$ cat config.mk
export PLATFORM = sky130hd
export DESIGN_NAME = pidsr_loop
export DESIGN_NICKNAME = d
export VERILOG_FILES = /design/src/design/pidsr_pkg.sv /design/src/design/pidsr_loop.sv
export SDC_FILE = /design/constraint.sdc
export NUM_CORES = 1
export LEC_CHECK = 0
export BUFFER_PORTS_ARGS = -buffer_cell sky130_fd_sc_hd__buf_4
export CAP_MARGIN = 20
export CORE_MARGIN = 1.5
export CORE_UTILIZATION = 59
export DETAILED_ROUTE_END_ITERATION = 6
export GPL_TIMING_DRIVEN = 0
export PLACE_DENSITY = 0.93
export SYNTH_ARGS = -nofsm -noshare
export SYNTH_HDL_FRONTEND = slang
export SYNTH_SLANG_ARGS = --single-unit
$ cat constraint.sdc
create_clock -name i_clk -period 4.1 [get_ports i_clk]
set_clock_uncertainty 0.05 [all_clocks]
set_input_delay 0.41 -clock i_clk [delete_from_list [all_inputs] [get_ports i_clk]]
set_output_delay 0.41 -clock i_clk [all_outputs]
set_load 0.02 [all_outputs]
$ cat src/design/pidsr_pkg.sv
// Shared widths, register indexes and stage payload types for the PID step unit.
// Used by every module of the unit and by its checker; depends on nothing.
package pidsr_pkg;

    localparam int SAMPLE_WIDTH = 32;
    localparam int GAIN_WIDTH   = 24;
    localparam int SUM_WIDTH    = 48;
    localparam int FRAC_BITS    = 16;

    localparam int ERR_W  = SAMPLE_WIDTH + 1;
    localparam int DIFF_W = SAMPLE_WIDTH + 2;
    localparam int MAX_W  = (SUM_WIDTH > DIFF_W) ? SUM_WIDTH : DIFF_W;
    localparam int EXT_W  = MAX_W + 1;

    localparam int PP_PROP_W = GAIN_WIDTH + ERR_W;
    localparam int PP_DER_W  = GAIN_WIDTH + DIFF_W;
    localparam int PP_IH_W   = GAIN_WIDTH + SUM_WIDTH - FRAC_BITS;
    localparam int PP_IL_W   = GAIN_WIDTH + FRAC_BITS + 1;

    localparam int TOT_RAW_W = GAIN_WIDTH + MAX_W - FRAC_BITS + 3;
    localparam int TOT_W     = (TOT_RAW_W > SAMPLE_WIDTH + 2) ? TOT_RAW_W : SAMPLE_WIDTH + 2;

    localparam int IN_DATA_W  = ((2 * SAMPLE_WIDTH + 7) / 8) * 8;
    localparam int OUT_DATA_W = ((2 * SAMPLE_WIDTH + 1 + 7) / 8) * 8;

    localparam int APB_DATA_W = 32;
    localparam int REG_IDX_W  = 2;
    localparam int ADDR_W     = REG_IDX_W + 2;
    localparam int REG_COUNT  = 3;

    localparam logic [REG_IDX_W-1:0] REG_GAIN_PROP  = 2'd0;
    localparam logic [REG_IDX_W-1:0] REG_GAIN_INTEG = 2'd1;
    localparam logic [REG_IDX_W-1:0] REG_GAIN_DERIV = 2'd2;

    typedef struct packed {
        logic signed [GAIN_WIDTH-1:0] kp;
        logic signed [GAIN_WIDTH-1:0] ki;
        logic signed [GAIN_WIDTH-1:0] kd;
    } t_gains;

    // Loop stage: error, derivative difference and updated sum for one sample.
    typedef struct packed {
        logic signed [ERR_W-1:0]     err;
        logic signed [DIFF_W-1:0]    diff;
        logic signed [SUM_WIDTH-1:0] sum;
        logic                        clip;
    } t_loop;

    // Product stage: the raw partial products, not yet scaled.
    typedef struct packed {
        logic signed [ERR_W-1:0]     err;
        logic signed [PP_PROP_W-1:0] p_prop;
        logic signed [PP_DER_W-1:0]  p_der;
        logic signed [PP_IH_W-1:0]   p_ih;
        logic signed [PP_IL_W-1:0]   p_il;
        logic                        clip;
    } t_prod;

endpackage

$ cat src/design/pidsr_loop.sv
// Loop state (previous error, saturating error sum, primed flag) and the
// stage register that carries each sample's error, difference and sum onward.
// Depends on pidsr_pkg for widths and the t_loop payload.
module pidsr_loop (
    input  logic                              i_clk,
    input  logic                              i_rst_n,
    input  logic                              i_step,
    input  logic                              i_clear,
    input  logic                              i_load,
    input  logic signed [pidsr_pkg::ERR_W-1:0] i_err,
    output pidsr_pkg::t_loop                  o_stage
);
    import pidsr_pkg::*;

    localparam logic signed [EXT_W-1:0] SUM_MAX =
        $signed({{(EXT_W - SUM_WIDTH + 1){1'b0}}, {(SUM_WIDTH - 1){1'b1}}});
    localparam logic signed [EXT_W-1:0] SUM_MIN = ~SUM_MAX;

    logic signed [ERR_W-1:0]     r_prev;
    logic signed [SUM_WIDTH-1:0] r_sum;
    logic                        r_primed;
    t_loop                       r_stage;

    logic signed [EXT_W-1:0]     ext_sum;
    logic signed [SUM_WIDTH-1:0] n_sum;
    logic                        sum_clip;
    t_loop                       n_stage;

    always_comb begin
        ext_sum  = EXT_W'(r_sum) + EXT_W'(i_err);
        sum_clip = 1'b0;
        if (ext_sum > SUM_MAX) begin
            n_sum    = SUM_MAX[SUM_WIDTH-1:0];
            sum_clip = 1'b1;
        end else if (ext_sum < SUM_MIN) begin
            n_sum    = SUM_MIN[SUM_WIDTH-1:0];
            sum_clip = 1'b1;
        end else begin
            n_sum = ext_sum[SUM_WIDTH-1:0];
        end

        // Before the first sample has been seen, the integral and derivative
        // terms drop out, so their operands go forward as zero.
        n_stage.err = i_err;
        if (r_primed) begin
            n_stage.diff = DIFF_W'(i_err) - DIFF_W'(r_prev);
            n_stage.sum  = n_sum;
            n_stage.clip = sum_clip;
        end else begin
            n_stage.diff = '0;
            n_stage.sum  = '0;
            n_stage.clip = 1'b0;
        end
    end

    always_ff @(posedge i_clk) begin
        if (!i_rst_n) begin
            r_prev   <= '0;
            r_sum    <= '0;
            r_primed <= 1'b0;
        end else if (i_step) begin
            if (i_clear) begin
                r_prev   <= '0;
                r_sum    <= '0;
                r_primed <= 1'b0;
            end else begin
                r_prev   <= i_err;
                r_primed <= 1'b1;
                if (r_primed) begin
                    r_sum <= n_sum;
                end
            end
        end
    end

    always_ff @(posedge i_clk) begin
        if (i_load) begin
            r_stage <= n_stage;
        end
    end

    assign o_stage = r_stage;

endmodule

==> impl_metrics.tcl <==
set metrics [dict create \
    reg2reg_depth 16 \
    die_w_um 148 \
    crit_path_end_kind "flop" \
    vias 11200 \
    fin_ws_ns 0.0946 \
    rr_endpoint "r_sum[43]$_SDFFE_PN0P_" \
    synth-seq-area-share 0.413 \
    dp_worst_setup_slack_ns -0.363 \
    hp-class "in2reg" \
    max_freq_mhz 250 \
    final_util 0.714 \
    maxCapViolations 0 \
    cts_tree "built" \
    power_mw 4.97 \
    synth_edf_count 116 \
    cts-root-buf "clkbuf_16" \
    cts_buffers 17 \
    htree_num_levels 4 \
    insertion_delay_ns 0.44 \
    ant_nets 0 \
    layout.nets 1611 \
    rows 52 \
    leakagePower_nw 5.88 \
    r2r_slack_ns 0.09 \
    viasPerCell 6.33 \
    async_flop_share 0 \
    path_class "reg2reg" \
    status "finished, final reports clean" \
    core_area_um2 20400 \
    area_delta_synth_final_pct 17.6 \
    grt_pass1_vias 10500 \
    netlist_instances 1313 \
    ys_ff_latch 198 \
    ir_drop_uv 300 \
    grt_max_degree 76 \
    yosys_warnings 0 \
    power.density_nw_per_um2 341 \
    cts.sinks 198 \
    critPathMaxFanout 10 \
    clk_pin_slew_ns 0.08 \
    min_period_ns 4.01 \
    grt_pass1_wl_um 54300 \
    critPathLaunchType "flop" \
    hold_viol_final 0 \
    die_area_um2 21900 \
    port_buffers 152 \
    grt_overflow 0 \
    firstDrtPassIters 6 \
    antenna_found_initial 0 \
    timing.rr.start "r_sum[0]$_SDFFE_PN0P_" \
    hold_end "o_stage[92]$_DFFE_PP_" \
    drt-initial-drc-count 1036 \
    ys_top_cells_by_area "edfxtp_1, dfxtp_1, ha_1" \
    min_from "i_err[9]" \
    min_delay_path_depth 1 \
    wl_um 35300 \
    detail_route.wl_per_cell_um 19.9 \
    synth_nets 1434 \
    track_usage 0.317 \
    start_util 0.607 \
    die_height_um 148 \
    required_ns 4.43 \
    yosys_most_used_dff "edfxtp_1" \
    max_slew_margin 0.260 \
    remaining_drc_errors 0 \
    yosys.area.top_type "edfxtp_1" \
    timing.final.crit_share 0.977 \
    synth.distinct_cells 80 \
    netlist_area_um2 12400 \
    cts_buffer_depth 2 \
    cp.arrival_ns 4.34 \
    num_antenna_cells 0 \
    hpwl_um 26800 \
    tightest_slew_ns 1.10 \
    setup_viol 0 \
    slew_viol_final 0 \
    gp_congestion 0.965 \
    drive_gt1_frac 0.178 \
    syn_area_per_cell_um2 9.44 \
    io_pins 154 \
    synth_top_area_frac 0.281 \
]
[registers in the layout (all words and copies together) (netlist names)]
| register | cells |
|---|---|
| r_primed | 1 |
| o_stage | 116 |
| r_sum | 48 |
| r_prev | 33 |
[cell usage after synthesis, drive strengths merged, types with 4 or more instances]
| master | instances |
|---|---|
| a21oi | 135 |
| nand2 | 117 |
| edfxtp | 116 |
| o21ai | 100 |
| dfxtp | 82 |
| ha | 81 |
| nor2 | 69 |
| inv | 52 |
| clkbuf | 46 |
| nor3 | 45 |
| o31ai | 44 |
| and2 | 41 |
| a21o | 33 |
| buf | 32 |
| xnor2 | 32 |
| a221o | 29 |
| nand4 | 25 |
| xor2 | 22 |
| nand3 | 17 |
| o21a | 17 |
| a211oi | 16 |
| nand2b | 14 |
| o211ai | 14 |
| o21bai | 14 |
| nor2b | 13 |
| a31oi | 10 |
| mux2i | 9 |
| nor4 | 8 |
| or3 | 8 |
| or2 | 7 |
| a2111oi | 6 |
| o311ai | 6 |
| a21boi | 5 |
| a311oi | 4 |
| and3 | 4 |
| nor3b | 4 |
[cell type report]
class,count,area (um2)
plain buffers,77,397
clock buffers,20,468
clock inverters,12,128
fillers,1481,5850
inverters,53,199
multi-input cells,984,6700
flip-flops and latches,198,5120
well taps,270,338
repair buffers,159,1230
[power by group]
group	switching, mW	leakage, nW	internal [mW]	total [mW]
clock	0.830	0.286	0.864	1.69
combinational	0.647	3.75	0.378	1.03
sequential	0.0313	1.84	2.22	2.25
[how the worst max path moves through the flow]
stage                                 to  slack [ns]                  start
2_1_floorplan  o_stage[10]$_SDFFCE_PN0P_        0.75               i_err[0]
3_3_place_gp   o_stage[10]$_SDFFCE_PN0P_       -0.29               i_err[0]
3_5_place_dp   o_stage[11]$_SDFFCE_PN0P_       -0.36               i_err[0]
4_1_cts        o_stage[11]$_SDFFCE_PN0P_       0.002  r_sum[0]$_SDFFE_PN0P_
5_1_grt           r_sum[43]$_SDFFE_PN0P_       -0.02  r_sum[0]$_SDFFE_PN0P_
6_report          r_sum[43]$_SDFFE_PN0P_        0.09  r_sum[0]$_SDFFE_PN0P_
[placed cells by master, fill, tap and decap left out, types with 41 or more instances in the layout]
master	instances
ha_1	81
nor2_1	68
nor3_1	44
inv_1	52
edfxtp_1	116
dfxtp_1	82
nand2_1	116
clkbuf_1	43
o31ai_1	42
and2_1	41
buf_4	160
o21ai_0	82
a21oi_1	132
[cell families after synthesis]
kind of cell | Yosys count | share of synthesized area
adder cells (fa/ha/maj) | 83 | 0.0850
AND/OR/NAND/NOR | 377 | 0.152
flip-flops | 198 | 0.413
XOR/XNOR | 54 | 0.0412
AO/OA/AOI/OAI | 461 | 0.253
buffers and inverters | 131 | 0.0480
multiplexers | 9 | 0.00727
[through the flow]
step | TNS (ns) | instance area [um2] | hold slack, ns | instances
4_1_cts | 0 | 14500 | 0.134 | 1770
3_3_place_gp | -8.21 | 13900 | 0.392 | 1735
6_report | 0 | 14600 | 0.139 | 1773
3_5_place_dp | -13.09 | 13900 | 0.397 | 1736
2_1_floorplan | 0 | 12400 | 0.379 | 1313
5_1_grt | -0.0405 | 14600 | 0.132 | 1773
[per-layer routing]
layer  global-route usage  up-vias  share of wire  wire [um]
li1                     -     5267              -          -
met1                0.394     5311           0.40      14100
met2                0.546      551           0.49      17100
met3               0.0512       88          0.079       2800
met4                0.136        0          0.034       1210
met5                    0        -              0          0
[worst max-delay path, stage by stage, from the launching register on]
cell       delay (ns)
dfxtp_1          0.33
ha_1             0.20
inv_1            0.07
fa_1             0.39
nand2b_1         0.18
a21oi_1          0.32
o21ai_1          0.22
a21oi_2          0.38
nand2_2          0.15
a2111oi_4        0.39
buf_4            0.21
buf_4            0.12
o211ai_2         0.09
a21oi_1          0.26
buf_4            0.26
buf_6            0.18
a221o_1          0.13
[what timing repair did]
item                       CTS  global route
gates resized for setup      2             7
hold buffers                 0             0
pin swaps                    1             3
buffers inserted             2             3
setup endpoints to repair   36            50
No activity file was read; power rests on OpenSTA's default activity.
