<file path="src/design/pidsr_pkg.sv">
// Shared widths, register indexes and stage payload types for the PID step unit.
// Used by every module of the unit and by its checker; depends on nothing.
package pidsr_pkg;

    localparam int SAMPLE_WIDTH = 32;
    localparam int GAIN_WIDTH   = 24;
    localparam int SUM_WIDTH    = 48;
    localparam int FRAC_BITS    = 16;

    localparam int ERR_W  = SAMPLE_WIDTH + 1;
    localparam int DIFF_W = SAMPLE_WIDTH + 2;
    localparam int MAX_W  = (SUM_WIDTH > DIFF_W) ? SUM_WIDTH : DIFF_W;
    localparam int EXT_W  = MAX_W + 1;

    localparam int PP_PROP_W = GAIN_WIDTH + ERR_W;
    localparam int PP_DER_W  = GAIN_WIDTH + DIFF_W;
    localparam int PP_IH_W   = GAIN_WIDTH + SUM_WIDTH - FRAC_BITS;
    localparam int PP_IL_W   = GAIN_WIDTH + FRAC_BITS + 1;

    localparam int TOT_RAW_W = GAIN_WIDTH + MAX_W - FRAC_BITS + 3;
    localparam int TOT_W     = (TOT_RAW_W > SAMPLE_WIDTH + 2) ? TOT_RAW_W : SAMPLE_WIDTH + 2;

    localparam int IN_DATA_W  = ((2 * SAMPLE_WIDTH + 7) / 8) * 8;
    localparam int OUT_DATA_W = ((2 * SAMPLE_WIDTH + 1 + 7) / 8) * 8;

    localparam int APB_DATA_W = 32;
    localparam int REG_IDX_W  = 2;
    localparam int ADDR_W     = REG_IDX_W + 2;
    localparam int REG_COUNT  = 3;

    localparam logic [REG_IDX_W-1:0] REG_GAIN_PROP  = 2'd0;
    localparam logic [REG_IDX_W-1:0] REG_GAIN_INTEG = 2'd1;
    localparam logic [REG_IDX_W-1:0] REG_GAIN_DERIV = 2'd2;

    typedef struct packed {
        logic signed [GAIN_WIDTH-1:0] kp;
        logic signed [GAIN_WIDTH-1:0] ki;
        logic signed [GAIN_WIDTH-1:0] kd;
    } t_gains;

    // Loop stage: error, derivative difference and updated sum for one sample.
    typedef struct packed {
        logic signed [ERR_W-1:0]     err;
        logic signed [DIFF_W-1:0]    diff;
        logic signed [SUM_WIDTH-1:0] sum;
        logic                        clip;
    } t_loop;

    // Product stage: the raw partial products, not yet scaled.
    typedef struct packed {
        logic signed [ERR_W-1:0]     err;
        logic signed [PP_PROP_W-1:0] p_prop;
        logic signed [PP_DER_W-1:0]  p_der;
        logic signed [PP_IH_W-1:0]   p_ih;
        logic signed [PP_IL_W-1:0]   p_il;
        logic                        clip;
    } t_prod;

endpackage

</file>
<file path="src/design/pidsr_out.sv">
// Term sum with the half offset, then the halving, drive saturation and result register.
// Depends on pidsr_pkg for widths and the product payload.
module pidsr_out (
    input  logic                                      i_clk,
    input  logic                                      i_load_sum,
    input  logic                                      i_load_out,
    input  pidsr_pkg::t_prod                          i_prod,
    output logic signed [pidsr_pkg::SAMPLE_WIDTH-1:0] o_drive,
    output logic signed [pidsr_pkg::ERR_W-1:0]        o_err,
    output logic                                      o_clip
);
    import pidsr_pkg::*;

    localparam logic signed [TOT_W-1:0] Q_ONE = TOT_W'(1) <<< FRAC_BITS;
    localparam logic signed [TOT_W-1:0] DRV_MAX =
        $signed({{(TOT_W - SAMPLE_WIDTH + 1){1'b0}}, {(SAMPLE_WIDTH - 1){1'b1}}});
    localparam logic signed [TOT_W-1:0] DRV_MIN = ~DRV_MAX;

    logic signed [PP_PROP_W-FRAC_BITS-1:0] t_prop;
    logic signed [PP_DER_W-FRAC_BITS-1:0]  t_der;
    logic signed [PP_IL_W-FRAC_BITS-1:0]   t_il;
    logic signed [TOT_W-1:0]               n_total;

    logic signed [TOT_W-1:0]        r_total;
    logic signed [ERR_W-1:0]        r_err4;
    logic                           r_clip4;

    logic signed [TOT_W-1:0]        half;
    logic signed [SAMPLE_WIDTH-1:0] n_drive;
    logic                           drv_clip;

    logic signed [SAMPLE_WIDTH-1:0] r_drive;
    logic signed [ERR_W-1:0]        r_err5;
    logic                           r_clip5;

    // Arithmetic shifts give the floor of each product over 2^16; the
    // integral low part only contributes its floored fraction carry.
    assign t_prop  = i_prod.p_prop[PP_PROP_W-1:FRAC_BITS];
    assign t_der   = i_prod.p_der[PP_DER_W-1:FRAC_BITS];
    assign t_il    = i_prod.p_il[PP_IL_W-1:FRAC_BITS];
    assign n_total = TOT_W'(t_prop) + TOT_W'(t_der) + TOT_W'(i_prod.p_ih)
                   + TOT_W'(t_il) + Q_ONE;

    always_ff @(posedge i_clk) begin
        if (i_load_sum) begin
            r_total <= n_total;
            r_err4  <= i_prod.err;
            r_clip4 <= i_prod.clip;
        end
    end

    always_comb begin
        half     = r_total >>> 1;
        drv_clip = 1'b0;
        if (half > DRV_MAX) begin
            n_drive  = DRV_MAX[SAMPLE_WIDTH-1:0];
            drv_clip = 1'b1;
        end else if (half < DRV_MIN) begin
            n_drive  = DRV_MIN[SAMPLE_WIDTH-1:0];
            drv_clip = 1'b1;
        end else begin
            n_drive = half[SAMPLE_WIDTH-1:0];
        end
    end

    always_ff @(posedge i_clk) begin
        if (i_load_out) begin
            r_drive <= n_drive;
            r_err5  <= r_err4;
            r_clip5 <= r_clip4 | drv_clip;
        end
    end

    assign o_drive = r_drive;
    assign o_err   = r_err5;
    assign o_clip  = r_clip5;

endmodule

</file>
<file path="config.mk">
export PLATFORM = sky130hd
export DESIGN_NAME = pidsr_out
export DESIGN_NICKNAME = d
export VERILOG_FILES = /design/src/design/pidsr_pkg.sv /design/src/design/pidsr_out.sv
export SDC_FILE = /design/constraint.sdc
export NUM_CORES = 1
export LEC_CHECK = 0
export ABC_AREA = 1
export BUFFER_PORTS_ARGS = -buffer_cell sky130_fd_sc_hd__clkbuf_2
export CORE_MARGIN = 2
export CORE_UTILIZATION = 40
export DETAILED_ROUTE_END_ITERATION = 16
export GPL_TIMING_DRIVEN = 0
export PLACE_DENSITY = 0.67
export SETUP_SLACK_MARGIN = 0.15
export SLEW_MARGIN = 10
export SYNTH_ARGS = -nofsm -noshare
export SYNTH_HDL_FRONTEND = slang
export SYNTH_SLANG_ARGS = --single-unit
</file>
<file path="constraint.sdc">
create_clock -name i_clk -period 10.54 [get_ports i_clk]
set_input_delay 0.527 -clock i_clk [delete_from_list [all_inputs] [get_ports i_clk]]
set_output_delay 0.527 -clock i_clk [all_outputs]
set_load 0.01 [all_outputs]
</file>
==> run_results.csv <==
group,metric,value,unit
status,run_status,"finished, final reports clean",
floorplan,initial_utilization,40.6,%
power,switching_share,45.1,%
final_layout,fin_cells,2472,
sta,setup_viol,0,
synth,netlist_area,14000,um2
synth,ys_seq_area_share,33.9,%
final_layout,final_cell_mix,"577 x nand2_1, 458 x inv_1, 264 x clkbuf_2, 158 x edfxtp_1",
global_route,gr-total-overflow,0,
clock_tree,clock_path_buffers,2,
final_layout,layout.nets,2481,
global_route,met2_usage,32.3,%
placement,place_area,15900,um2
setup_path,slowest_delay,1030,ps
sta,holdWs,294,ps
synth,syn_inst,1719,
placement,gp_congestion,0.889,
sta,hold_viol_final,0,
sta,finalCritPeriodShare,49.7,%
placement,io_buffers,266,
power,p_comb_share,55.8,%
power,p_seq_share,28.1,%
synth,synth_seq_cells,158,
clock_tree,post_cts_resized,0,
sta,timing.final.ws_setup,5300,ps
floorplan,io_pins,315,
setup_path,worstPathArrival,5360,ps
setup_path,rrSetupSlack,8640,ps
route,ant_nets,0,
clock_tree,cts_made_buffers,17,
final_layout,fillers,3422,
power,p_total,3.66,mW
setup_path,cp.depth,16,
power,pwr-share-clk,16.0,%
floorplan,rows,68,
final_layout,final_layout_size_suffix_gt1_share,16.7,%
setup_path,endpoint,"r_total[42]",
sta,slew_viol_final,0,
setup_path,cp-start-kind,"input pin",
power,ir_drop,129,uV
final_layout,layout_commonest_cell,"nand2_1",
power,p_sw,1.65,mW
setup_path,path_buf_inv,3,
sta,finalCriticalPeriod,5240,ps
route,num_vias,11100,
synth,avgSynthCellArea,8.13,um2
sta,clock.fmax,191,MHz
worst_hold_path,hold_class,"input pin to register",
global_route,track_usage,19.2,%
setup_path,crit_path_frequent_cell,"nand2_1",
final_layout,final_cell_area,16500,um2
clock_tree,hold_buffers,0,
setup_path,end_kind,"register",
final_layout,multi_input_area,7460,um2
route,wire_per_inst,13.6,um
global_route,grt_max_degree,65,
setup_path,startpoint,"i_prod[41]",
synth,yosysWarnings,0,
synth,netlist-cell-type-count,31,
clock_tree,cts_tree,"built",
global_route,grt_pass1_vias,11100,
setup_path,reg2regPathDepth,6,
floorplan,die_area,36500,um2
setup_path,cp_top_family,"adder cells",
power,p_leak,9.08,nW
placement,dp_cells,2442,
floorplan,core_area,34500,um2
placement,hpwl,29.9,mm
sta,worstMarginPinSlew,1100,ps
clock_tree,clock_latency,410,ps
placement,dp_slack,5240,ps
power,power_density,222,nW/um2
clock_tree,h-tree-depth,4,
setup_path,worstReg2RegEnd,"o_drive[7]",
synth,synth_nets,2194,
sta,rsz0062_at_grt,"no",
setup_path,r2r-start,"r_total[42]",
route,firstDrtPassIters,5,
setup_path,worstPathMaxFanout,19,
setup_path,cpMaxStageDelayCell,"clkinv_1",
setup_path,critPathKind,"input pin to register",
final_layout,final_util,47.9,%
clock_tree,cts.sinks,158,
global_route,top_usage_layer,"met2",
global_route,antenna_found_initial,0,
global_route,use_met1,26.5,%
clock_tree,cts_root_buf,"clkbuf_16",
sta,final.setup.tns,0,ps
route,drc,0,
route,wl,33.5,mm
route,dr.first_iter.drc_count,460,
power,power.internal,2.01,mW
global_route,grt_pass1_wl,54.9,mm
global_route,globalRouteMet3Util,2.35,%
final_layout,regArea,4740,um2
sta,relSlewSlack,26.2,%
floorplan,die_y,191,um
clock_tree,cts_setup_buffers,0,
setup_path,worstPathCellList,"clkbuf_2, clkinv_1, fa_1, inv_1, fa_1, ha_1, ha_1, nand2_1, nor2_2, nand2_1, nor2_1, nand2_1, nand3_2, nand3_1, nand3_1, nand2_1",
final_layout,antennaDiodeCount,0,
floorplan,die_x,191,um
route,via_per_inst,4.49,
final_layout,area_growth,18.1,%
job,maxCapViolCount,0,
setup_path,worstPathRequired,10660,ps
sta,clock-skew-final,6.11,ps
worst_hold_path,holdCritStartpoint,"i_prod[0]",
clock_tree,clk_pin_slew,60,ps
Yosys cell counts:
master | number | area, um2
nand2_1 | 577 | 2170
inv_1 | 459 | 1720
edfxtp_1 | 158 | 4740
fa_1 | 113 | 2260
ha_1 | 113 | 1410
nor2_1 | 87 | 327
nand3_1 | 49 | 245
a21oi_1 | 30 | 150
nand4_1 | 25 | 156
xor2_1 | 25 | 219
nor2_2 | 11 | 68.8
and2_1 | 10 | 62.6
nor3_1 | 10 | 50.1
nor4_1 | 7 | 43.8
buf_2 | 6 | 30.0
nand2_2 | 6 | 37.5
nand3_2 | 6 | 60.1
xnor2_1 | 5 | 43.8
inv_2 | 4 | 15.0
nor3_4 | 3 | 48.8
and3_1 | 2 | 12.5
nand3b_1 | 2 | 15.0
o21a_1 | 2 | 15.0
o21ai_0 | 2 | 10.0
clkbuf_1 | 1 | 3.75
nand2_4 | 1 | 11.3
nor2_4 | 1 | 11.3
nor3_2 | 1 | 10.0
o21bai_1 | 1 | 7.51
o21bai_2 | 1 | 11.3
or2_1 | 1 | 6.26
final cells by class:
cell class / instances / area share [%]
clock inverter: 12 / 0.894
multi-input combinational: 1091 / 45.2
timing repair buffer: 268 / 8.42
buffer: 7 / 0.205
tap: 455 / 3.45
sequential: 158 / 28.7
inverter: 463 / 10.5
clock buffer: 18 / 2.60
power by group through the flow:
stage	sequential [mW]	clock, mW	combinational [mW]
finish	1.03	0.587	2.04
global route	1.05	0.626	2.35
global placement	1.04	0	2.02
CTS	1.03	0.599	2.06
detailed placement	1.04	0	2.04
floorplan	1.05	0	1.35
logic make-up (layout without fill, tap and decap cells):
logic type      Yosys count  in the layout  share of synthesized area (%)
flops                   158            158                           33.9
xor+xnor                 30             30                           1.88
compound gates           36             36                           1.39
fa+ha+maj               226            226                           26.3
simple gates            799            799                           23.8
buf+inv                 470            768                           12.7
worst min-delay path by stage:
| stage | endpoint | slack, ps | depth (start not counted) |
|---|---|---|---|
| detailed placement | o_err[20] | 400 | 0 |
| CTS | r_clip4 | 280 | 1 |
| floorplan | o_err[0] | 400 | 0 |
| global route | r_clip4 | 280 | 1 |
| global placement | o_err[9] | 400 | 0 |
| finish | r_clip4 | 290 | 1 |
worst reg2reg max path: stages (launching register included):
cell	delay (ps)
edfxtp_1	410
nor4_1	320
and2_1	170
nand2_1	70
o21bai_2	330
buf_2	280
nand2_1	90
sequential cells by signal (all words and copies together) (netlist names):
signal   count
o_clip       1
o_drive     32
o_err       33
r_clip4      1
r_err4      33
r_total     58
metal layers:
layer,vias up,share of wire [%]
li1,5754,-
met1,4999,47
met5,-,0
met3,23,5.8
met4,0,1.5
met2,318,45
(Power assumes the default switching activity.)
