==> src/design/pidsr_pkg.sv <==
// Shared widths, register indexes and stage payload types for the PID step unit.
// Used by every module of the unit and by its checker; depends on nothing.
package pidsr_pkg;

    localparam int SAMPLE_WIDTH = 32;
    localparam int GAIN_WIDTH   = 24;
    localparam int SUM_WIDTH    = 48;
    localparam int FRAC_BITS    = 16;

    localparam int ERR_W  = SAMPLE_WIDTH + 1;
    localparam int DIFF_W = SAMPLE_WIDTH + 2;
    localparam int MAX_W  = (SUM_WIDTH > DIFF_W) ? SUM_WIDTH : DIFF_W;
    localparam int EXT_W  = MAX_W + 1;

    localparam int PP_PROP_W = GAIN_WIDTH + ERR_W;
    localparam int PP_DER_W  = GAIN_WIDTH + DIFF_W;
    localparam int PP_IH_W   = GAIN_WIDTH + SUM_WIDTH - FRAC_BITS;
    localparam int PP_IL_W   = GAIN_WIDTH + FRAC_BITS + 1;

    localparam int TOT_RAW_W = GAIN_WIDTH + MAX_W - FRAC_BITS + 3;
    localparam int TOT_W     = (TOT_RAW_W > SAMPLE_WIDTH + 2) ? TOT_RAW_W : SAMPLE_WIDTH + 2;

    localparam int IN_DATA_W  = ((2 * SAMPLE_WIDTH + 7) / 8) * 8;
    localparam int OUT_DATA_W = ((2 * SAMPLE_WIDTH + 1 + 7) / 8) * 8;

    localparam int APB_DATA_W = 32;
    localparam int REG_IDX_W  = 2;
    localparam int ADDR_W     = REG_IDX_W + 2;
    localparam int REG_COUNT  = 3;

    localparam logic [REG_IDX_W-1:0] REG_GAIN_PROP  = 2'd0;
    localparam logic [REG_IDX_W-1:0] REG_GAIN_INTEG = 2'd1;
    localparam logic [REG_IDX_W-1:0] REG_GAIN_DERIV = 2'd2;

    typedef struct packed {
        logic signed [GAIN_WIDTH-1:0] kp;
        logic signed [GAIN_WIDTH-1:0] ki;
        logic signed [GAIN_WIDTH-1:0] kd;
    } t_gains;

    // Loop stage: error, derivative difference and updated sum for one sample.
    typedef struct packed {
        logic signed [ERR_W-1:0]     err;
        logic signed [DIFF_W-1:0]    diff;
        logic signed [SUM_WIDTH-1:0] sum;
        logic                        clip;
    } t_loop;

    // Product stage: the raw partial products, not yet scaled.
    typedef struct packed {
        logic signed [ERR_W-1:0]     err;
        logic signed [PP_PROP_W-1:0] p_prop;
        logic signed [PP_DER_W-1:0]  p_der;
        logic signed [PP_IH_W-1:0]   p_ih;
        logic signed [PP_IL_W-1:0]   p_il;
        logic                        clip;
    } t_prod;

endpackage

==> src/design/pidsr_cfg.sv <==
// APB register file holding the three loop gains.
// Depends on pidsr_pkg for the register indexes and the gain struct.
module pidsr_cfg (
    input  logic                              i_clk,
    input  logic                              i_rst_n,
    input  logic                              psel,
    input  logic                              penable,
    input  logic                              pwrite,
    input  logic [pidsr_pkg::ADDR_W-1:0]      paddr,
    input  logic [pidsr_pkg::APB_DATA_W-1:0]  pwdata,
    output logic [pidsr_pkg::APB_DATA_W-1:0]  prdata,
    output logic                              pready,
    output pidsr_pkg::t_gains                 o_gains
);
    import pidsr_pkg::*;

    t_gains                r_gains;
    logic [REG_IDX_W-1:0]  idx;

    assign idx    = paddr[ADDR_W-1:2];
    assign pready = 1'b1;

    always_ff @(posedge i_clk) begin
        if (!i_rst_n) begin
            r_gains <= '0;
        end else if (psel && penable && pwrite) begin
            case (idx)
                REG_GAIN_PROP:  r_gains.kp <= pwdata[GAIN_WIDTH-1:0];
                REG_GAIN_INTEG: r_gains.ki <= pwdata[GAIN_WIDTH-1:0];
                REG_GAIN_DERIV: r_gains.kd <= pwdata[GAIN_WIDTH-1:0];
                default: ;
            endcase
        end
    end

    always_comb begin
        case (idx)
            REG_GAIN_PROP:  prdata = APB_DATA_W'(unsigned'(r_gains.kp));
            REG_GAIN_INTEG: prdata = APB_DATA_W'(unsigned'(r_gains.ki));
            REG_GAIN_DERIV: prdata = APB_DATA_W'(unsigned'(r_gains.kd));
            default:        prdata = '0;
        endcase
    end

    assign o_gains = r_gains;

endmodule

==> config.mk <==
export PLATFORM = sky130hd
export DESIGN_NAME = pidsr_cfg
export DESIGN_NICKNAME = d
export VERILOG_FILES = /design/src/design/pidsr_pkg.sv /design/src/design/pidsr_cfg.sv
export SDC_FILE = /design/constraint.sdc
export NUM_CORES = 1
export LEC_CHECK = 0
export BUFFER_PORTS_ARGS = -buffer_cell sky130_fd_sc_hd__buf_2
export CORE_UTILIZATION = 51
export DETAILED_ROUTE_END_ITERATION = 10
export PLACE_DENSITY = 0.91
export SLEW_MARGIN = 20
export SYNTH_ARGS = -nofsm -noshare
export SYNTH_HDL_FRONTEND = slang
export SYNTH_SLANG_ARGS = --single-unit
==> constraint.sdc <==
create_clock -name i_clk -period 4.1 [get_ports i_clk]
set_input_delay 1.025 -clock i_clk [delete_from_list [all_inputs] [get_ports i_clk]]
set_output_delay 1.025 -clock i_clk [all_outputs]
set_load 0.01 [all_outputs]
==> impl_metrics.toml, run 1 <==
[status]
status = "finished clean"

[finish]
fin_util_pct = 67.5
seq_area_um2 = 1440
largest_register_ffs = 72
antenna_cells = 0
layout_commonest_cell = "buf_2"
layout-drive-gt1-share_pct = 31.7
layout.nets = 512
final_area_um2 = 4070
fillers = 500
fin_cells = 551
multi_input_area_um2 = 1620
final_cell_mix = "126 x buf_2, 120 x nand2_1, 96 x mux2i_1, 72 x dfxtp_1, 24 x o21ai_0"
area_growth_pct = 25.2

[logic_synthesis]
synth.area.top_cells = "dfxtp_1 44%, mux2i_1 30%, nand2_1 14%, o21ai_0 3.7%, buf_4 2.8%"
ys_seq_area_share_pct = 44.4
synth_compound_area_share_pct = 3.70
ys_warn_count = 0
synth_xor_area_share_pct = 0
synthSimpleGateAreaFrac_pct = 15.0
yosys.area.top_type = "dfxtp_1"
ys_seq_elements = 72
synth_top_family_by_area = "multiplexers"
yosys-mux-area-fraction_pct = 29.6
netlist_instances = 356
synth.distinct_cells = 15
synth_top_area_share_pct = 44.4
synth_area_um2 = 3250
avgSynthCellArea_um2 = 9.12
synthAdderAreaFrac_pct = 0

[cts]
cts_htree_levels = 3
cts.clk_slew.worst_paths_ns = 0.07
cts.sinks = 72
clock_latency_ns = 0.33
cts_setup_buffers = 0
cts_resized = 0
hold_buffers = 0
cts_root_buf = "clkbuf_8"
cts-buffers-inserted = 9
cts_buffer_depth = 2
cts_tree = "done"

[floorplan]
initial_core_util_pct = 53.9
die_area_um2 = 6690
rows = 28
fp.dieW_um = 81.8
top_level_ports = 146
die_h_um = 81.8
fp.coreArea_um2 = 6030

[placed_design]
place.gp.congestion = 0.793
placed_area_um2 = 3870
placed_cells = 535
portBuffers = 126
dp_hpwl_um = 5600

[timing]
fin_worst_hold_slack_ns = 0.473
tns_ns = 0
fmax_ghz = 0.316
timing_hold_violations_final = 0
max_slew_margin_pct = 38.3
skew_ns = 0
report.final.slew_viol_count = 0
min_period_over_period_pct = 77.2
finalSetupViolCount = 0
max_slew.worst_pin.slew_ns = 0.922
grt_setup_unrepaired = "false"
min_period_ns = 3.17

[job]
maxCapViolCount = 0

[pwr]
pwr-share-clk_pct = 40.7
power_density_nw_per_um2 = 343
p_switching_uw = 330
swShare_pct = 23.7
p_leak_uw = 0.00204
ir_drop_v = 0.000292
intPower_uw = 1060
combPwrFrac_pct = 8.0
seqPwrFrac_pct = 51.3

[grt]
grt_pass1_vias = 2707
grt_max_degree = 52
globalRouteTotalUtil_pct = 25.2
grt-ovfl-total = 0
antenna_found_initial = 0
grt_pass1_wl_um = 12400

[setup_path]
arrival_ns = 2.14
cp_max_fo = 27
r2r-end = "o_gains[47]$_SDFFE_PN0P_"
ff2ff_setup_slack_ns = 3.42
path_class = "primary input to output pin"
worst_r2r_path_depth = 2
critical_path.endpoint = "prdata[13]"
worst_setup_path_end_kind = "output pin"
critPathRequiredTime_ns = 3.07
start_kind = "primary input"
cp-startpoint = "paddr[2]"
timing.rr.start = "o_gains[47]$_SDFFE_PN0P_"

[route]
wl_um = 8180
postRouteAntennaNets = 0
via_per_inst = 5.19
wl_per_cell_um = 14.8
drc = 0
vias = 2859
first_pass_iters = 4
drt_iter0_markers = 104

[worst_hold_path]
hold_class = "register to register"
hold_path_depth = 2
[synthesized netlist by cell type]
cell type and count:
buf_6 5, nor3b_1 1, nor3_2 1, nor2b_1 1, clkbuf_1 10, buf_4 12
conb_1 2, nand2_1 120, buf_2 7, o21ai_0 24, or3b_1 1, mux2i_1 96
dfxtp_1 72, nand3_1 1, buf_1 3
[critical path: stages]
cell     delay, ns
buf_2         0.10
buf_4         0.45
mux2i_1       0.15
o21ai_0       0.23
buf_2         0.18
[cell families after synthesis]
| family | Yosys count |
|---|---|
| AND/OR/NAND/NOR | 125 |
| AO/OA/AOI/OAI | 24 |
| multiplexers | 96 |
| other | 2 |
| buffers and inverters | 37 |
| flip-flops | 72 |
[final cells by class]
type / instances / share of cell area [%]
repair buffers: 134 / 17.6
multi-input cells: 254 / 39.8
flip-flops and latches: 72 / 35.4
clock inverters: 3 / 0.985
clock buffers: 13 / 3.91
well taps: 75 / 2.31
[routing by layer]
layer,part of all wire (%),vias up,GRT usage [%]
met5,0,-,0
met4,1.2,0,10.2
met3,4.3,8,6.11
met2,53,87,43.9
met1,42,1372,29.3
li1,-,1392,-
[power by group through the flow]
stage          clock [µW]  combinational (µW)  sequential [µW]
2_1_floorplan           0                72.2              734
3_3_place_gp            0                 107              731
3_5_place_dp            0                 112              731
4_1_cts               578                 112              715
5_1_grt               614                 122              716
6_report              567                 111              715
[through the flow]
| stage | worst slack [ns] | total power [µW] |
|---|---|---|
| 2_1_floorplan | 1.21 | 807 |
| 3_3_place_gp | 1.01 | 838 |
| 3_5_place_dp | 0.918 | 842 |
| 4_1_cts | 0.923 | 1400 |
| 5_1_grt | 0.879 | 1450 |
| 6_report | 0.934 | 1390 |
[worst min-delay path by stage]
stage | end | slack (ns) | startpoint
after floorplan | o_gains[48]$_SDFFE_PN0P_ | 0.49 | o_gains[48]$_SDFFE_PN0P_
after global placement | o_gains[60]$_SDFFE_PN0P_ | 0.45 | o_gains[60]$_SDFFE_PN0P_
after detailed placement | o_gains[59]$_SDFFE_PN0P_ | 0.46 | o_gains[59]$_SDFFE_PN0P_
after CTS | o_gains[18]$_SDFFE_PN0P_ | 0.48 | o_gains[18]$_SDFFE_PN0P_
after global routing | o_gains[18]$_SDFFE_PN0P_ | 0.49 | o_gains[18]$_SDFFE_PN0P_
final | o_gains[18]$_SDFFE_PN0P_ | 0.47 | o_gains[18]$_SDFFE_PN0P_
No activity file was read; power rests on OpenSTA's default activity.
==> run 2: changes to the inputs <==
--- a/config.mk
+++ b/config.mk
@@ -6,9 +6,9 @@
 export NUM_CORES = 1
 export LEC_CHECK = 0
 export BUFFER_PORTS_ARGS = -buffer_cell sky130_fd_sc_hd__buf_2
-export CORE_UTILIZATION = 51
+export CORE_UTILIZATION = 47
 export DETAILED_ROUTE_END_ITERATION = 10
-export PLACE_DENSITY = 0.91
+export PLACE_DENSITY = 0.85
 export SLEW_MARGIN = 20
 export SYNTH_ARGS = -nofsm -noshare
 export SYNTH_HDL_FRONTEND = slang
==> constraint.sdc (replaced) <==
create_clock -name i_clk -period 3.3 [get_ports i_clk]
set_input_delay 0.825 -clock i_clk [delete_from_list [all_inputs] [get_ports i_clk]]
set_output_delay 0.825 -clock i_clk [all_outputs]
set_load 0.01 [all_outputs]
==> impl_metrics.toml, run 2 (synthesized netlist as in run 1, its figures left out) <==
[finish]
layout-drive-gt1-share_pct = 32.3
seq_area_um2 = 1440
multi_input_area_um2 = 1620
layout.nets = 513
final_cell_mix = "126 x buf_2, 120 x nand2_1, 96 x mux2i_1, 72 x dfxtp_1, 24 x o21ai_0"
largest_register_ffs = 72
fin_util_pct = 63.0
layout_commonest_cell = "buf_2"
area_growth_pct = 25.9
antenna_cells = 0
fillers = 546

[timing]
setup_ws_ns = 0.538
fmax_ghz = 0.362
tns_ns = 0
finalSetupViolCount = 0
min_period_over_period_pct = 83.7
grt_setup_unrepaired = "false"
report.final.slew_viol_count = 0
max_slew.worst_pin.slew_ns = 0.729
timing_hold_violations_final = 0
skew_ns = 0
max_slew_margin_pct = 51.4
min_period_ns = 2.76

[setup_path]
r2r-end = "o_gains[7]$_SDFFE_PN0P_"
ff2ff_setup_slack_ns = 2.60
cp_max_fo = 27
arrival_ns = 1.94
worst_setup_path_end_kind = "output pin"
cp-startpoint = "paddr[2]"
path_class = "primary input to output pin"
critPathRequiredTime_ns = 2.47
critical_path.endpoint = "prdata[20]"
worst_r2r_path_depth = 2
start_kind = "primary input"
timing.rr.start = "o_gains[7]$_SDFFE_PN0P_"

[placed_design]
dp_hpwl_um = 5680
place.gp.congestion = 0.759
portBuffers = 126
post-place-ws_ns = 0.234

[cts]
cts_root_buf = "clkbuf_8"
cts_setup_buffers = 0
cts_tree = "done"
cts_buffer_depth = 2
cts_htree_levels = 3
cts.clk_slew.worst_paths_ns = 0.08
cts-buffers-inserted = 9
cts.sinks = 72
clock_latency_ns = 0.35
cts_resized = 0
hold_buffers = 0

[grt]
antenna_found_initial = 0
globalRouteTotalUtil_pct = 23.2
grt-ovfl-total = 0
grt_pass1_vias = 2762
grt_max_degree = 56
grt_pass1_wl_um = 13100

[pwr]
ir_drop_v = 0.000242
power_density_nw_per_um2 = 441
p_switching_uw = 445
intPower_uw = 1360
pwr-share-clk_pct = 43.1
p_leak_uw = 0.00205
swShare_pct = 24.7
finalPower_uw = 1800
seqPwrFrac_pct = 49.3
combPwrFrac_pct = 7.7

[floorplan]
fp.dieW_um = 85.1
top_level_ports = 146
rows = 29
die_area_um2 = 7250
die_h_um = 85.1
fp.coreArea_um2 = 6490
initial_core_util_pct = 50.0

[route]
vias = 2874
drt_iter0_markers = 155
wl_um = 8330
postRouteAntennaNets = 0
first_pass_iters = 4
drc = 0
via_per_inst = 5.19
wl_per_cell_um = 15.0

[worst_hold_path]
hold_class = "register to register"

[status]
status = "finished clean"

[job]
maxCapViolCount = 0
==> run 2: power groups by stage <==
stage	Sequential (µW)	Clock, µW	Combinational (µW)
floorplan	912	0	89.7
global placement	908	0	133
detailed placement	908	0	137
CTS	888	777	137
global route	890	836	150
finish	888	777	138
==> run 2: cell type report <==
type | instances | area share, %
Clock buffer | 9 | 3.03
Clock inverter | 7 | 2.33
Timing Repair Buffer | 135 | 17.4
Multi-Input combinational cell | 254 | 39.7
Tap cell | 77 | 2.36
Sequential cell | 72 | 35.3
==> run 2: routing by layer <==
| layer | vias up | share of wire (%) | track usage (%) |
|---|---|---|---|
| li1 | 1389 | - | - |
| met1 | 1368 | 42 | 27.4 |
| met2 | 104 | 50 | 39.6 |
| met3 | 13 | 5.5 | 6.23 |
| met4 | 0 | 1.6 | 10.3 |
| met5 | - | 0 | 0 |
==> run 2: worst min-delay path by stage <==
stage	depth (start not counted)	slack (ns)	end	startpoint
after floorplan	2	0.49	o_gains[48]$_SDFFE_PN0P_	o_gains[48]$_SDFFE_PN0P_
after global placement	2	0.46	o_gains[58]$_SDFFE_PN0P_	o_gains[58]$_SDFFE_PN0P_
after detailed placement	2	0.46	o_gains[13]$_SDFFE_PN0P_	o_gains[13]$_SDFFE_PN0P_
after CTS	2	0.48	o_gains[68]$_SDFFE_PN0P_	o_gains[68]$_SDFFE_PN0P_
after global routing	2	0.49	o_gains[68]$_SDFFE_PN0P_	o_gains[68]$_SDFFE_PN0P_
final	2	0.47	o_gains[25]$_SDFFE_PN0P_	o_gains[25]$_SDFFE_PN0P_
==> run 2: critical path, cell delays in order <==
cell,delay (ns)
buf_2,0.11
buf_4,0.46
mux2i_1,0.26
o21ai_0,0.10
buf_2,0.16
==> run 2: through the flow <==
step | instance area [µm²] | instances | hold WS, ns
2_1_floorplan | 3270 | 363 | 0.490
3_3_place_gp | 3860 | 538 | 0.456
3_5_place_dp | 3860 | 538 | 0.461
4_1_cts | 4080 | 554 | 0.477
5_1_grt | 4090 | 554 | 0.492
6_report | 4090 | 554 | 0.474
==> run 3: changes to the inputs <==
--- a/config.mk
+++ b/config.mk
@@ -5,8 +5,9 @@
 export SDC_FILE = /design/constraint.sdc
 export NUM_CORES = 1
 export LEC_CHECK = 0
+export ABC_AREA = 1
 export BUFFER_PORTS_ARGS = -buffer_cell sky130_fd_sc_hd__buf_2
-export CORE_UTILIZATION = 47
+export CORE_UTILIZATION = 48
 export DETAILED_ROUTE_END_ITERATION = 10
 export PLACE_DENSITY = 0.85
 export SLEW_MARGIN = 20
==> constraint.sdc (replaced) <==
create_clock -name i_clk -period 2.8 [get_ports i_clk]
set_input_delay 0.7 -clock i_clk [delete_from_list [all_inputs] [get_ports i_clk]]
set_output_delay 0.7 -clock i_clk [all_outputs]
set_load 0.01 [all_outputs]
==> impl_metrics.toml, run 3 <==
[finish]
largest_register_ffs = 72
layout-drive-gt1-share_pct = 24.8
layout_commonest_cell = "nand2_1"
multi_input_area_um2 = 1680
fin_cells = 754
antenna_cells = 0
final_area_um2 = 4360
seq_area_um2 = 1440
fillers = 620
final_cell_mix = "148 x nand2_1, 144 x nor2_1, 126 x buf_2, 97 x nand3_1, 72 x dfxtp_1"
area_growth_pct = 27.3
layout.nets = 694

[timing]
setup_ws_ns = 0.365
min_period_over_period_pct = 87.0
report.final.slew_viol_count = 0
fmax_ghz = 0.411
grt_setup_unrepaired = "false"
max_slew_margin_pct = 50.6
finalSetupViolCount = 0
skew_ns = 0
timing_hold_violations_final = 0
tns_ns = 0
max_slew.worst_pin.slew_ns = 0.741
min_period_ns = 2.43

[setup_path]
worst_setup_path_end_kind = "output pin"
cpPeakStageDelay_ns = 0.28
worstPathCellList = "buf_2 > inv_2 > nor2_4 > buf_12 > nand2_1 > nand3_1 > buf_2"
arrival_ns = 1.73
path_class = "primary input to output pin"
critPathRequiredTime_ns = 2.10
cpMostUsedCell = "buf_2"
start_kind = "primary input"
slowest_stage = "nor2_4"
cp_max_fo = 24

[grt]
grtUsageMet3_pct = 3.71
use_met1_pct = 30.9
grt_max_degree = 73
grt-busiest-layer = "met2"
grt_pass1_vias = 3230
use_met2_pct = 42.6
grt_pass1_wl_um = 14600
grt-ovfl-total = 0
globalRouteTotalUtil_pct = 24.8
antenna_found_initial = 0

[route]
vias = 3719
first_pass_iters = 4
wl_um = 9270
postRouteAntennaNets = 0
via_per_inst = 4.93
drc = 0
drt_iter0_markers = 207
wl_per_cell_um = 12.3

[cts]
cts_buffer_depth = 2
cts_tree = "done"
cts_resized = 0
clock_latency_ns = 0.34
cts-buffers-inserted = 9
cts_htree_levels = 3
cts_setup_buffers = 0
hold_buffers = 0
cts.clk_slew.worst_paths_ns = 0.07
cts_root_buf = "clkbuf_8"
cts.sinks = 72

[placed_design]
dp_hpwl_um = 6050
placed_cells = 738
place.gp.congestion = 0.804
post-place-ws_ns = 0.364
placed_area_um2 = 4140
portBuffers = 126

[logic_synthesis]
ys_seq_elements = 72
synth_edf_count = 0
ys.flop_type = "dfxtp_1"
synth_area_um2 = 3420
synth_top_area_share_pct = 42.1
synth.distinct_cells = 12
synth.area.top_cells = "dfxtp_1 42%, nand2_1 16%, nor2_1 16%, nand3_1 14%, buf_2 3.2%"
ys_warn_count = 0
netlist_instances = 542
yosys.area.top_type = "dfxtp_1"
ys_seq_area_share_pct = 42.1
synth_common_cells = "148 x nand2_1, 145 x nor2_1, 97 x nand3_1, 72 x dfxtp_1, 25 x inv_1"
synthMostInstantiatedCell = "nand2_1"
async_reset_ff_share_pct = 0
avgSynthCellArea_um2 = 6.31

[floorplan]
initial_core_util_pct = 50.1
fp.dieW_um = 86.4
die_h_um = 86.4
fp.coreArea_um2 = 6830
top_level_ports = 146
die_area_um2 = 7470
rows = 30

[worst_hold_path]
hold_class = "register to register"

[pwr]
p_leak_uw = 0.00227
power_density_nw_per_um2 = 511
ir_drop_v = 0.000264

[job]
maxCapViolCount = 0

[status]
status = "finished clean"
==> run 3: cell count changes in the layout (fill, tap and decap cells not counted), moves of 4 or more <==
cell,previous run,this run
buf_12,1,6
nor2_4,0,4
o21ai_0,24,0
nor2_1,0,144
nand2_1,120,148
inv_1,0,25
nand3_1,1,97
mux2i_1,96,0
==> run 3: logic make-up after synthesis <==
group | share of synthesized area, %
buffers and inverters | 10.2
flip-flops | 42.1
other | 0.219
AND/OR/NAND/NOR | 47.4
==> run 3: cell type report <==
type,count,share of cell area [%]
clock buffer,10,3.16
tap,96,2.76
multi-input combinational,405,38.5
sequential,72,33.1
clock inverter,6,1.89
inverter,27,2.33
timing repair buffer,138,18.3
==> run 3: report_power, final <==
| group | leakage (µW) | switching, µW | internal (µW) |
|---|---|---|---|
| Sequential | 0.000583 | 17.3 | 1050 |
| Combinational | 0.00157 | 162 | 92.6 |
| Clock | 0.000112 | 390 | 521 |
| Total | 0.00227 | 569 | 1660 |
==> run 3: worst max-delay path: cells and delay by family <==
kind                   cells  cell delay, ns
buffers and inverters      4            0.60
AND/OR/NAND/NOR            3            0.43
==> run 3: final timing paths <==
| kind | slack (ns) | end | start | cells after the start |
|---|---|---|---|---|
| worst max register to register | 2.17 | o_gains[65]$_SDFFE_PN0P_ | o_gains[65]$_SDFFE_PN0P_ | 2 |
| worst min register to register | 0.50 | o_gains[12]$_SDFFE_PN0P_ | o_gains[12]$_SDFFE_PN0P_ | 2 |
| worst min-delay path | 0.50 | o_gains[12]$_SDFFE_PN0P_ | o_gains[12]$_SDFFE_PN0P_ | 2 |
| worst max-delay path | 0.37 | prdata[8] | paddr[2] | 7 |
==> run 3: metrics by stage <==
stage	util (%)	total power [µW]	hold WS, ns
final	63.8	2230	0.500
after global routing	63.8	2320	0.520
after CTS	63.8	2240	0.500
after detailed placement	60.6	1340	0.489
after global placement	60.6	1330	0.480
after floorplan	-	1250	0.519
==> run 3: layer usage <==
layer | vias up | part of all wire [%]
met5 | - | 0
met2 | 145 | 50
met1 | 1690 | 42
li1 | 1869 | -
met4 | 0 | 1.7
met3 | 15 | 5.8
